### config.mk
export PLATFORM = sky130hd
export DESIGN_NAME = ps2_mouse_cursor_tracker_flat
export DESIGN_NICKNAME = d
export VERILOG_FILES = /design/src/hw/rtl/ps2mct_pkg.sv /design/src/hw/rtl/ps2mct_if.sv /design/src/hw/rtl/ps2mct_framer.sv /design/src/hw/rtl/ps2mct_update.sv /design/src/hw/rtl/ps2_mouse_cursor_tracker.sv /design/src/flat_wrapper.sv
export SDC_FILE = /design/constraint.sdc
export NUM_CORES = 1
export LEC_CHECK = 0
export CAP_MARGIN = 10
export CORE_UTILIZATION = 65
export CTS_CLUSTER_DIAMETER = 40
export DETAILED_ROUTE_END_ITERATION = 10
export DONT_BUFFER_PORTS = 1
export GPL_TIMING_DRIVEN = 0
export PLACE_DENSITY = 0.81
export SLEW_MARGIN = 25
export SYNTH_ARGS = -nofsm -noshare
export SYNTH_HDL_FRONTEND = slang
export SYNTH_SLANG_ARGS = --single-unit
### constraint.sdc
create_clock -name clk -period 8.2 [get_ports clk]
set_input_delay 1.64 -clock clk [delete_from_list [all_inputs] [get_ports clk]]
set_output_delay 1.64 -clock clk [all_outputs]
set_load 0.02 [all_outputs]
### src/hw/rtl/ps2mct_pkg.sv
// Package: shared types and constants of the PS/2 mouse cursor tracker.
`timescale 1ns / 1ps
package ps2mct_pkg;

    localparam int POS_BITS_DEF   = 12;
    localparam int SIZE_BITS      = 13;
    localparam int CFG_IDX_BITS   = 2;
    localparam int CURSOR_W       = 8;
    localparam int CURSOR_H       = 16;
    localparam int START_POS      = 50;
    localparam logic [SIZE_BITS-1:0] WIDTH_RST  = 13'd640;
    localparam logic [SIZE_BITS-1:0] HEIGHT_RST = 13'd480;

    // Status byte bit positions
    localparam int SYNC_BIT = 3;
    localparam int X_SIGN   = 4;
    localparam int Y_SIGN   = 5;
    localparam int X_OVF    = 6;
    localparam int Y_OVF    = 7;

    typedef enum logic [CFG_IDX_BITS-1:0] {
        REG_SCREEN_WIDTH  = 2'd0,
        REG_SCREEN_HEIGHT = 2'd1
    } cfg_reg_t;

    typedef enum logic [1:0] {
        PH_STATUS = 2'd0,
        PH_XDELTA = 2'd1,
        PH_YDELTA = 2'd2
    } phase_t;

    // Framer view of the packet being assembled
    typedef struct packed {
        logic       last;      // next accepted byte completes a packet
        logic [7:0] status;
        logic [7:0] x_delta;
    } frame_t;

endpackage

### src/hw/rtl/ps2mct_if.sv
// Interfaces: mouse byte, cursor position and configuration write channels.
`timescale 1ns / 1ps
interface ps2mct_byte_if;
    logic       valid;
    logic       ready;
    logic [7:0] data_byte;
    modport source (output valid, output data_byte, input ready);
    modport sink   (input valid, input data_byte, output ready);
endinterface

interface ps2mct_pos_if #(parameter int POS_BITS = 12);
    logic                valid;
    logic                ready;
    logic [POS_BITS-1:0] cursor_x;
    logic [POS_BITS-1:0] cursor_y;
    modport source (output valid, output cursor_x, output cursor_y, input ready);
    modport sink   (input valid, input cursor_x, input cursor_y, output ready);
endinterface

interface ps2mct_cfg_if;
    logic        valid;
    logic        ready;
    logic [1:0]  index;
    logic [12:0] data;
    modport source (output valid, output index, output data, input ready);
    modport sink   (input valid, input index, input data, output ready);
endinterface

### src/hw/rtl/ps2mct_framer.sv
// Packet framer: tracks byte phase and holds the status and X delta bytes.
`timescale 1ns / 1ps
module ps2mct_framer
    import ps2mct_pkg::*;
(
    input  logic       clk,
    input  logic       rst_n,
    input  logic       accept,
    input  logic [7:0] data_byte,
    output frame_t     frame
);

    phase_t     phase_reg, phase_next;
    logic [7:0] status_reg, status_next;
    logic [7:0] xdelta_reg, xdelta_next;

    always_ff @(posedge clk or negedge rst_n)
    begin
        if (!rst_n)
        begin
            phase_reg  <= PH_STATUS;
            status_reg <= '0;
            xdelta_reg <= '0;
        end
        else
        begin
            phase_reg  <= phase_next;
            status_reg <= status_next;
            xdelta_reg <= xdelta_next;
        end
    end

    always_comb
    begin
        phase_next  = phase_reg;
        status_next = status_reg;
        xdelta_next = xdelta_reg;
        if (accept)
        begin
            unique case (phase_reg)
                PH_XDELTA:
                begin
                    xdelta_next = data_byte;
                    phase_next  = PH_YDELTA;
                end
                PH_YDELTA:
                begin
                    phase_next = PH_STATUS;
                end
                default:
                begin
                    // drop bytes without the sync bit
                    phase_next = PH_STATUS;
                    if (data_byte[SYNC_BIT])
                    begin
                        status_next = data_byte;
                        phase_next  = PH_XDELTA;
                    end
                end
            endcase
        end
    end

    assign frame.last    = (phase_reg == PH_YDELTA);
    assign frame.status  = status_reg;
    assign frame.x_delta = xdelta_reg;

endmodule

### src/hw/rtl/ps2mct_update.sv
// Cursor update: applies packet deltas, clamps, holds position and result register.
`timescale 1ns / 1ps
module ps2mct_update
    import ps2mct_pkg::*;
#(
    parameter int POS_BITS = POS_BITS_DEF
)
(
    input  logic                 clk,
    input  logic                 rst_n,
    input  logic                 fire,
    input  frame_t               frame,
    input  logic [7:0]           y_byte,
    input  logic [SIZE_BITS-1:0] screen_width,
    input  logic [SIZE_BITS-1:0] screen_height,
    output logic                 busy,
    ps2mct_pos_if.source         cursor
);

    localparam int SW = ((POS_BITS > SIZE_BITS) ? POS_BITS : SIZE_BITS) + 2;
    localparam logic signed [SW-1:0] POS_TOP = SW'((64'd1 << POS_BITS) - 64'd1);

    logic [POS_BITS-1:0] pos_x_reg, pos_x_next;
    logic [POS_BITS-1:0] pos_y_reg, pos_y_next;
    logic [POS_BITS-1:0] out_x_reg, out_y_reg;
    logic                out_valid_reg, out_valid_next;

    logic [9:0]          dx_mag, dy_mag;
    logic signed [SW-1:0] nx, ny;

    // Magnitude of a delta byte plus the overflow extension
    function automatic logic [9:0] delta_mag(input logic [7:0] b, input logic neg,
                                             input logic ovf);
        logic [7:0] m;
        begin
            m = neg ? (8'd0 - b) : b;
            delta_mag = {2'b00, m} + (ovf ? 10'd255 : 10'd0);
        end
    endfunction

    function automatic logic [POS_BITS-1:0] clamp(input logic signed [SW-1:0] v,
                                                  input logic [SIZE_BITS-1:0] size,
                                                  input logic [SIZE_BITS-1:0] margin);
        logic signed [SW-1:0] lim;
        logic signed [SW-1:0] r;
        begin
            lim = (size >= margin) ? $signed(SW'(size - margin)) : '0;
            if (lim > POS_TOP)
                lim = POS_TOP;
            r = v;
            if (r < 0)
                r = '0;
            if (r > lim)
                r = lim;
            clamp = r[POS_BITS-1:0];
        end
    endfunction

    always_comb
    begin
        dx_mag = delta_mag(frame.x_delta, frame.status[X_SIGN], frame.status[X_OVF]);
        dy_mag = delta_mag(y_byte, frame.status[Y_SIGN], frame.status[Y_OVF]);
        nx = $signed(SW'(pos_x_reg));
        ny = $signed(SW'(pos_y_reg));
        if (frame.status[X_SIGN])
            nx = nx - $signed(SW'(dx_mag));
        else
            nx = nx + $signed(SW'(dx_mag));
        // packet Y points up, screen Y points down
        if (frame.status[Y_SIGN])
            ny = ny + $signed(SW'(dy_mag));
        else
            ny = ny - $signed(SW'(dy_mag));

        pos_x_next = pos_x_reg;
        pos_y_next = pos_y_reg;
        if (fire)
        begin
            pos_x_next = clamp(nx, screen_width, SIZE_BITS'(CURSOR_W));
            pos_y_next = clamp(ny, screen_height, SIZE_BITS'(CURSOR_H));
        end

        out_valid_next = out_valid_reg;
        if (cursor.ready)
            out_valid_next = 1'b0;
        if (fire)
            out_valid_next = 1'b1;
    end

    always_ff @(posedge clk or negedge rst_n)
    begin
        if (!rst_n)
        begin
            pos_x_reg     <= POS_BITS'(START_POS);
            pos_y_reg     <= POS_BITS'(START_POS);
            out_valid_reg <= 1'b0;
        end
        else
        begin
            pos_x_reg     <= pos_x_next;
            pos_y_reg     <= pos_y_next;
            out_valid_reg <= out_valid_next;
        end
    end

    always_ff @(posedge clk)
    begin
        if (fire)
        begin
            out_x_reg <= pos_x_next;
            out_y_reg <= pos_y_next;
        end
    end

    assign busy            = out_valid_reg && !cursor.ready;
    assign cursor.valid    = out_valid_reg;
    assign cursor.cursor_x = out_x_reg;
    assign cursor.cursor_y = out_y_reg;

endmodule

### src/hw/rtl/ps2_mouse_cursor_tracker.sv
// Top level of the PS/2 mouse cursor tracker.
//
//  Channel  Dir  Payload                  Beat carries
//  mouse    in   data_byte[7:0]           one raw mouse byte
//  cursor   out  cursor_x, cursor_y       clamped cursor after a packet
//  cfg      in   index[1:0], data[12:0]   screen width / height write
//
// One byte per cycle if not stalled: the cursor add and clamp sit between
// the framer and result registers, so every byte completes in its beat.
// The third byte of a packet loads the result register at its own accepting
// edge; the cursor beat is offered from the next cycle on.
// Reset: screen 640x480, cursor at (50,50), framer waiting for a status byte.
// A stalled result blocks only a packet's third byte; status and X beats keep
// flowing into the framer while the result waits.
`timescale 1ns / 1ps
module ps2_mouse_cursor_tracker
    import ps2mct_pkg::*;
#(
    parameter int POS_BITS = POS_BITS_DEF
)
(
    input  logic         clk,
    input  logic         rst_n,
    ps2mct_byte_if.sink  mouse,
    ps2mct_pos_if.source cursor,
    ps2mct_cfg_if.sink   cfg
);

    logic [SIZE_BITS-1:0] width_reg, width_next;
    logic [SIZE_BITS-1:0] height_reg, height_next;
    frame_t               frame;
    logic                 busy;
    logic                 accept;
    logic                 fire;

    // Configuration: always ready, ignore indexes beyond the register list
    assign cfg.ready = 1'b1;

    always_comb
    begin
        width_next  = width_reg;
        height_next = height_reg;
        if (cfg.valid)
        begin
            unique case (cfg.index)
                REG_SCREEN_WIDTH:  width_next  = cfg.data;
                REG_SCREEN_HEIGHT: height_next = cfg.data;
                default:           ;
            endcase
        end
    end

    always_ff @(posedge clk or negedge rst_n)
    begin
        if (!rst_n)
        begin
            width_reg  <= WIDTH_RST;
            height_reg <= HEIGHT_RST;
        end
        else
        begin
            width_reg  <= width_next;
            height_reg <= height_next;
        end
    end

    // Hold only the packet-closing byte while the result register is stalled
    assign mouse.ready = !(frame.last && busy);
    assign accept      = mouse.valid && mouse.ready;
    assign fire        = accept && frame.last;

    ps2mct_framer u_framer (
        .clk       (clk),
        .rst_n     (rst_n),
        .accept    (accept),
        .data_byte (mouse.data_byte),
        .frame     (frame)
    );

    ps2mct_update #(
        .POS_BITS (POS_BITS)
    ) u_update (
        .clk           (clk),
        .rst_n         (rst_n),
        .fire          (fire),
        .frame         (frame),
        .y_byte        (mouse.data_byte),
        .screen_width  (width_reg),
        .screen_height (height_reg),
        .busy          (busy),
        .cursor        (cursor)
    );

endmodule
### src/flat_wrapper.sv
// flat-port wrapper written by rule: the top's interface ports become plain ports
module ps2_mouse_cursor_tracker_flat import ps2mct_pkg::*;
#(
    parameter int POS_BITS = POS_BITS_DEF
)
  (clk, rst_n, mouse_valid, mouse_data_byte, mouse_ready, cursor_valid, cursor_cursor_x, cursor_cursor_y, cursor_ready, cfg_valid, cfg_index, cfg_data, cfg_ready);
  ps2mct_byte_if mouse_i ();
  ps2mct_pos_if #(.POS_BITS(POS_BITS)) cursor_i ();
  ps2mct_cfg_if cfg_i ();
  input  logic clk;
  input  logic rst_n;
  input wire logic [$bits(mouse_i.valid)-1:0] mouse_valid;
  input wire logic [$bits(mouse_i.data_byte)-1:0] mouse_data_byte;
  output wire logic [$bits(mouse_i.ready)-1:0] mouse_ready;
  output wire logic [$bits(cursor_i.valid)-1:0] cursor_valid;
  output wire logic [$bits(cursor_i.cursor_x)-1:0] cursor_cursor_x;
  output wire logic [$bits(cursor_i.cursor_y)-1:0] cursor_cursor_y;
  input wire logic [$bits(cursor_i.ready)-1:0] cursor_ready;
  input wire logic [$bits(cfg_i.valid)-1:0] cfg_valid;
  input wire logic [$bits(cfg_i.index)-1:0] cfg_index;
  input wire logic [$bits(cfg_i.data)-1:0] cfg_data;
  output wire logic [$bits(cfg_i.ready)-1:0] cfg_ready;
  assign mouse_i.valid = mouse_valid;
  assign mouse_i.data_byte = mouse_data_byte;
  assign mouse_ready = mouse_i.ready;
  assign cursor_valid = cursor_i.valid;
  assign cursor_cursor_x = cursor_i.cursor_x;
  assign cursor_cursor_y = cursor_i.cursor_y;
  assign cursor_i.ready = cursor_ready;
  assign cfg_i.valid = cfg_valid;
  assign cfg_i.index = cfg_index;
  assign cfg_i.data = cfg_data;
  assign cfg_ready = cfg_i.ready;
  ps2_mouse_cursor_tracker #(.POS_BITS(POS_BITS)) u_core (.clk(clk), .rst_n(rst_n), .mouse(mouse_i), .cursor(cursor_i), .cfg(cfg_i));
endmodule
---- Yosys cells after proc, flatten, opt, wreduce, memory -nomap -nowiden ----
Index checks and enable logic that the tools add are counted.
cells by class
  add/subtract/negate cells ............... 10
  $lt $le $gt $ge ......................... 8
  equal/unequal tests ..................... 3
  multiplexer cells ....................... 24
  bitwise gates (word level) .............. 1
  reduce and logical (&&, ||, !) cells .... 13
operators with widths
  cell                     count
  $mux W15                 12
  $mux W12                 4
  $mux W8                  4
  $gt A15 B13 Y1 const B   2
  $gt A15 B15 Y1           2
  $lt A15 B1 Y1 const B    2
  $add A12 B9 Y13          2
  $sub A12 B9 Y13          2
  $add A8 B8 Y9            2
  $sub A1 B8 Y8 const A    2
  $sub A13 B4 Y14 const B  1
  $sub A13 B5 Y14 const B  1
  $ge A13 B4 Y1 const B    1
  $ge A13 B5 Y1 const B    1
  $reduce_and A2 Y1        3
  $eq A2 B1 Y1 const B     2
  $logic_and A1 B1 Y1      4
  $pmux W2 S2              1
  $mux W1                  3
  $reduce_and A3 Y1        1
  $eq A2 B2 Y1 const B     1
  $logic_not A1 Y1         2
  $logic_not A2 Y1         1
  $reduce_bool A2 Y1       1
  2 further kinds          2
storage, ports and cells
  bits in registers ....................... 93
  input port bits ......................... 28
  output and inout bits ................... 27

---- Logic depth before layout (Yosys ltp) ----
  word-level depth ........................ 11
  depth in mapped cells ................... 32

---- Modules after synthesis ----
A second synthesis with hierarchy kept.
second synthesis, totals
  cells, all modules ...................... 822
  area total of the unflattened synthesis .. 7753.7 um2
modules (own cells, without submodules)
  module                    instances  cells each  area an instance (um2)
  ps2mct_update             1          716         6010.8
  ps2_mouse_cursor_tracker  1          62          1041.0
  ps2mct_framer             1          44          701.9

---- Worst setup path before layout ----
OpenSTA, ideal clock, no wires.
  path type ............................... in2reg
  start ................................... in mouse_data_byte[0]
  end ..................................... reg u_core.u_update.out_y_reg[5] (netlist: u_core.u_update.cursor.cursor_y[5]) (data pin)
  library setup time ...................... 0.266 ns
  data arrival time ....................... 6.678 ns
  path slack .............................. 1.256 ns
  cell stages on the path ................. 28
  buffers on the path ..................... 2
  cell sequence ........................... inv_1 > ha_1 > nand2_1 > o21ai_0 > ha_1 > a21o_1 > a21oi_1 > o21bai_1 > a21oi_1 > xnor2_1 > ha_1 > buf_2 > nor3_1 > nand2_1 > a2111o_1 > nand3_1 > nor3b_1 > a211o_1 > ha_1 > a2111oi_0 > o21ai_0 > o21a_1 > nor2b_1 > a2bb2oi_1 > a31o_1 > buf_6 > nand2_1 > a221o_1
between the ends
  cells in the longest elaborated chain, start to end .. 11
ends and longest elaborated chain
  element                                             line                                      source
  start, declared                                     flat_wrapper.sv:13                        input wire logic [$bits(mouse_i.data_byte)-1:0] mouse_data_byte;
  $sub A1 B8 Y8                                       ps2mct_update.sv:36                       m = neg ? (8'd0 - b) : b;
  $mux W8 (*)                                         ps2mct_update.sv:36
  $add A8 B8 Y9 (*)                                   ps2mct_update.sv:37                       delta_mag = {2'b00, m} + (ovf ? 10'd255 : 10'd0);
  $sub A12 B9 Y13 or $add A12 B9 Y13 (tied branches)  ps2mct_update.sv:73, ps2mct_update.sv:71
  $mux W15 (*)                                        ps2mct_update.sv:70                       if (frame.status[Y_SIGN])
  $lt A15 B1 Y1                                       ps2mct_update.sv:51                       if (r < 0)
  $mux W15 (*)                                        ps2mct_update.sv:51
  $mux W15 (*)                                        ps2mct_update.sv:77                       if (fire)
  $gt A15 B15 Y1                                      ps2mct_update.sv:53                       if (r > lim)
  $mux W12 (*)                                        ps2mct_update.sv:53
  $mux W12 (*)                                        ps2mct_update.sv:77
  via u_core.u_update.pos_y_next[5]                   ps2mct_update.sv:24                       logic [POS_BITS-1:0] pos_y_reg, pos_y_next;
  end signal, assigned                                ps2mct_update.sv:111                      out_y_reg <= pos_y_next;
  end, declared                                       ps2mct_update.sv:25                       logic [POS_BITS-1:0] out_x_reg, out_y_reg;
The timed path passes the listed nets; every way through them passes the cells marked *. The select of a mux whose other input is x is not followed.
A chain may end at the register's enable or synchronous reset.

---- Worst setup path after layout ----
  start ................................... reg u_core.u_framer.status_reg[5]
  end ..................................... reg u_core.u_update.out_y_reg[4] (netlist: u_core.u_update.cursor.cursor_y[4]) (data pin)
between the ends
  cells in the longest elaborated chain, start to end .. 10
ends and longest elaborated chain
  element                                             line                                      source
  start, declared                                     ps2mct_framer.sv:14                       logic [7:0] status_reg, status_next;
  start signal, assigned                              ps2mct_framer.sv:28                       status_reg <= status_next;
  $mux W8                                             ps2mct_update.sv:36
  $add A8 B8 Y9                                       ps2mct_update.sv:37
  $sub A12 B9 Y13 or $add A12 B9 Y13 (tied branches)  ps2mct_update.sv:73, ps2mct_update.sv:71
  $mux W15 (*)                                        ps2mct_update.sv:70
  $lt A15 B1 Y1                                       ps2mct_update.sv:51
  $mux W15 (*)                                        ps2mct_update.sv:51
  $mux W15 (*)                                        ps2mct_update.sv:77
  $gt A15 B15 Y1                                      ps2mct_update.sv:53
  $mux W12 (*)                                        ps2mct_update.sv:53
  $mux W12 (*)                                        ps2mct_update.sv:77
  via u_core.u_update.pos_y_next[4]                   ps2mct_update.sv:24
Marked as above.

==> summary.txt <==
STA
  • Crit share post-route: around 90%
  • Layout Skew: between 0.009 and 0.01 ns
  • Max Fclk: around 0.13 GHz
  • Hold_ws: around 0.52 ns
  • Final Hold Viols: 0
  • Pins Over Slew Limit: 0
  • Setup TNS: 0 ns
  • Worst slew pin tran: roughly 0.71 ns
  • RSZ-0062 raised after global routing: false
  • Fin crit period: 7.603 ns
  • Slew headroom: between 50% and 60%
  • Final setup viols: 0

Layout
  • Ant. Diodes: 0
  • Most frequent cells in the layout: 93 x ha_1, 67 x nand2_1, 66 x inv_1
  • Design area: between 8000 and 9000 sq um
  • Filler cells: 884
  • Commonest non-fill, non-tap cell in the layout: ha_1
  • Share of cells above drive strength 1: roughly 11%
  • NumNets Final: 978
  • Final Util: 71.52%
  • Synth-to-Final Area Change: 6.724%

Route
  • Via/cell ratio: approximately 6.4
  • Iteration-0 DRC count of the detailed router: about 570
  • Pre-antenna DRT Iters: 6
  • DR vias: 6401
  • Routed WL: 18.70 mm
  • Wire per inst: between 15 and 20 um
  • Antenna-violating nets left: 0
  • # DRC: 0

Global route
  • Initial antenna violation count: 0
  • First-pass GRT wire length: between 30 and 40 mm
  • Largest net degree at the start of global routing: 66
  • Grt total ovfl: 0
  • GRT Resource Usage Total: a little under a third
  • Vias in the first global route: about 6300

Synthesis
  • Post-synth EDFFs: 24
  • Seq/Total Area, Yosys: between 30% and 40%
  • Post-Synthesis Cell Area: 7685 sq um
  • Post-synthesis area per instance: 9.170 sq um
  • Synth warn: 0
  • Post-synthesis cell count: between 800 and 900
  • Synth Flop Type: dfrtp_1
  • Post-synth ARST share: between 70% and 80%
  • Post-synthesis cell type count: just over 80
  • Post-synthesis sequential element count: slightly below 90

Clocking
  • CTS tree: built
  • Setup bufs post-CTS: 0
  • Cts hold-fix bufs: 0
  • Clock transition at the registers of the reported paths: 0.06 ns
  • Worst-Skew Late Latency: approximately 0.35 ns
  • Htree depth: 3
  • Clock Tree Root: clkbuf_16
  • CTS resizes: 0
  • Clk buf depth: 2
  • Clock Sinks: 89
  • Num CTS Buffers: 9

Floorplanning
  • Core area: 11470 sq um
  • Die W: 110.7 um
  • # rows: 39
  • Die height: approximately 110 um
  • Die ar.: roughly 12000 sq um
  • I/O pins: 55
  • Initial core utilization: ~67%

Hold path
  • Hold Path Class: reg -> reg
  • Hold Crit Endpoint: u_core.width_reg[0]$_DFFE_PN0P_
  • Worst Hold Depth: 1
  • Hold Startpoint: u_core.width_reg[0]$_DFFE_PN0P_

Run
  • Maxcap violations: 0

Critical path
  • CP startpoint kind: register
  • R2R depth: 29
  • Max Fanout on Critical Path: 10
  • FF-to-FF setup slack: around 0.6 ns
  • Critical R2R Capture: u_core.u_update.cursor.cursor_y[4]$_DFFE_PP_
  • Data required, critical path: a little over 8 ns
  • CP peak stage delay: between 0.4 and 0.5 ns
  • WP data arrival: 7.70 ns
  • Critical Setup Path Class: reg -> reg
  • Slowest stage cell, crit path: a2111o_1
  • Worst reg2reg startpoint: u_core.u_framer.status_reg[5]$_DFFE_PN0P_
  • Worst setup EP type: register

Place
  • Area after DPL: 7894 sq um
  • GP Congestion: about 0.91
  • Post-detail-place hpwl: between 10 and 15 mm
  • Number of I/O port buffers: 0

Outcome
  • Status: finished clean
[metrics by stage]
step	instances	setup slack, ns
2_1_floorplan	839	1.256
3_3_place_gp	982	0.6912
3_5_place_dp	983	0.4963
4_1_cts	999	0.7959
5_1_grt	999	0.07071
6_report	999	0.5973
[cell families (layout without fill, tap and decap cells)]
family	Yosys count	after routing	synth area share [%]
flops	89	89	30.74
other cells	1	2	0.04880
xor+xnor	43	43	4.901
compound gates	213	213	18.89
fa+ha+maj	102	102	17.11
buf+inv	96	113	4.982
mux	42	42	6.106
simple gates	252	252	17.23
[how the worst max path moves through the flow]
| stage | from | slack [ns] | depth (start not counted) | endpoint |
|---|---|---|---|---|
| 2_1_floorplan | mouse_data_byte[0] | 1.26 | 28 | u_core.u_update.cursor.cursor_y[5]$_DFFE_PP_ |
| 6_report | u_core.u_framer.status_reg[5]$_DFFE_PN0P_ | 0.60 | 29 | u_core.u_update.cursor.cursor_y[4]$_DFFE_PP_ |
| 5_1_grt | u_core.u_framer.status_reg[5]$_DFFE_PN0P_ | 0.07 | 29 | u_core.u_update.cursor.cursor_y[4]$_DFFE_PP_ |
| 3_3_place_gp | mouse_data_byte[0] | 0.69 | 28 | u_core.u_update.cursor.cursor_y[5]$_DFFE_PP_ |
| 3_5_place_dp | mouse_data_byte[0] | 0.50 | 28 | u_core.u_update.cursor.cursor_y[4]$_DFFE_PP_ |
| 4_1_cts | u_core.u_framer.status_reg[5]$_DFFE_PN0P_ | 0.80 | 29 | u_core.u_update.cursor.cursor_y[4]$_DFFE_PP_ |
[Yosys cell counts, types with 4 or more instances]
cell,count,area [sq um]
dfrtp_1,53,1326
o311ai_1,4,35.03
xnor2_1,33,289.0
a31oi_1,4,25.02
nand2b_1,13,81.33
o31ai_1,13,97.59
a21oi_1,49,245.2
mux2_2,35,394.1
nand2_1,67,251.5
nor3b_1,8,60.06
o21bai_1,12,90.09
and2_1,5,31.28
o211ai_1,10,75.07
nand3_1,18,90.09
inv_1,66,247.7
mux2i_1,6,60.06
or3_1,10,62.56
and3_1,7,43.79
nor4_1,7,43.79
nand4_1,13,81.33
o21a_1,7,52.55
o21ai_0,43,215.2
dfstp_2,12,315.3
nor3_1,15,75.07
a221o_1,4,40.04
a211oi_1,8,60.06
clkbuf_1,22,82.58
nor2b_1,9,56.30
xor2_1,10,87.58
edfxtp_1,24,720.7
a211o_1,5,43.79
a21o_1,16,120.1
ha_1,93,1164
o311ai_0,4,35.03
fa_1,6,120.1
nor2_1,54,202.7
[routing by layer]
layer  track usage [%]  up-vias  routed length, um
li1                  -     3054                  -
met1             43.18     3051               8354
met2             50.39      271               8666
met3             6.233       25               1366
met4             8.178        0                314
met5                 0        -                  0
[final cells by class]
cell class	count	area, sq um	area share [%]
multi-input combinational	654	4949	60.34
timing repair buffer	1	20.02	0.2441
sequential	89	2362	28.80
clock buffer	10	250.2	3.051
tap	143	178.9	2.182
clock inverter	6	57.56	0.7018
inverter	66	247.7	3.021
buffer	30	136.4	1.663
[worst max-delay path, delay by kind of cell (launching register included)]
| family | cells | cell delay, ns |
|---|---|---|
| and+or+nand+nor | 7 | 1.22 |
| AOI/OAI and AO/OA | 13 | 3.12 |
| xor gates and xnor gates | 1 | 0.21 |
| DFF | 1 | 0.43 |
| adders and majority gates | 3 | 0.83 |
| buffers and inverters | 5 | 1.52 |
Power is not shown: default switching activity piles up to over one toggle a cycle in this logic, so the estimate is an artifact.
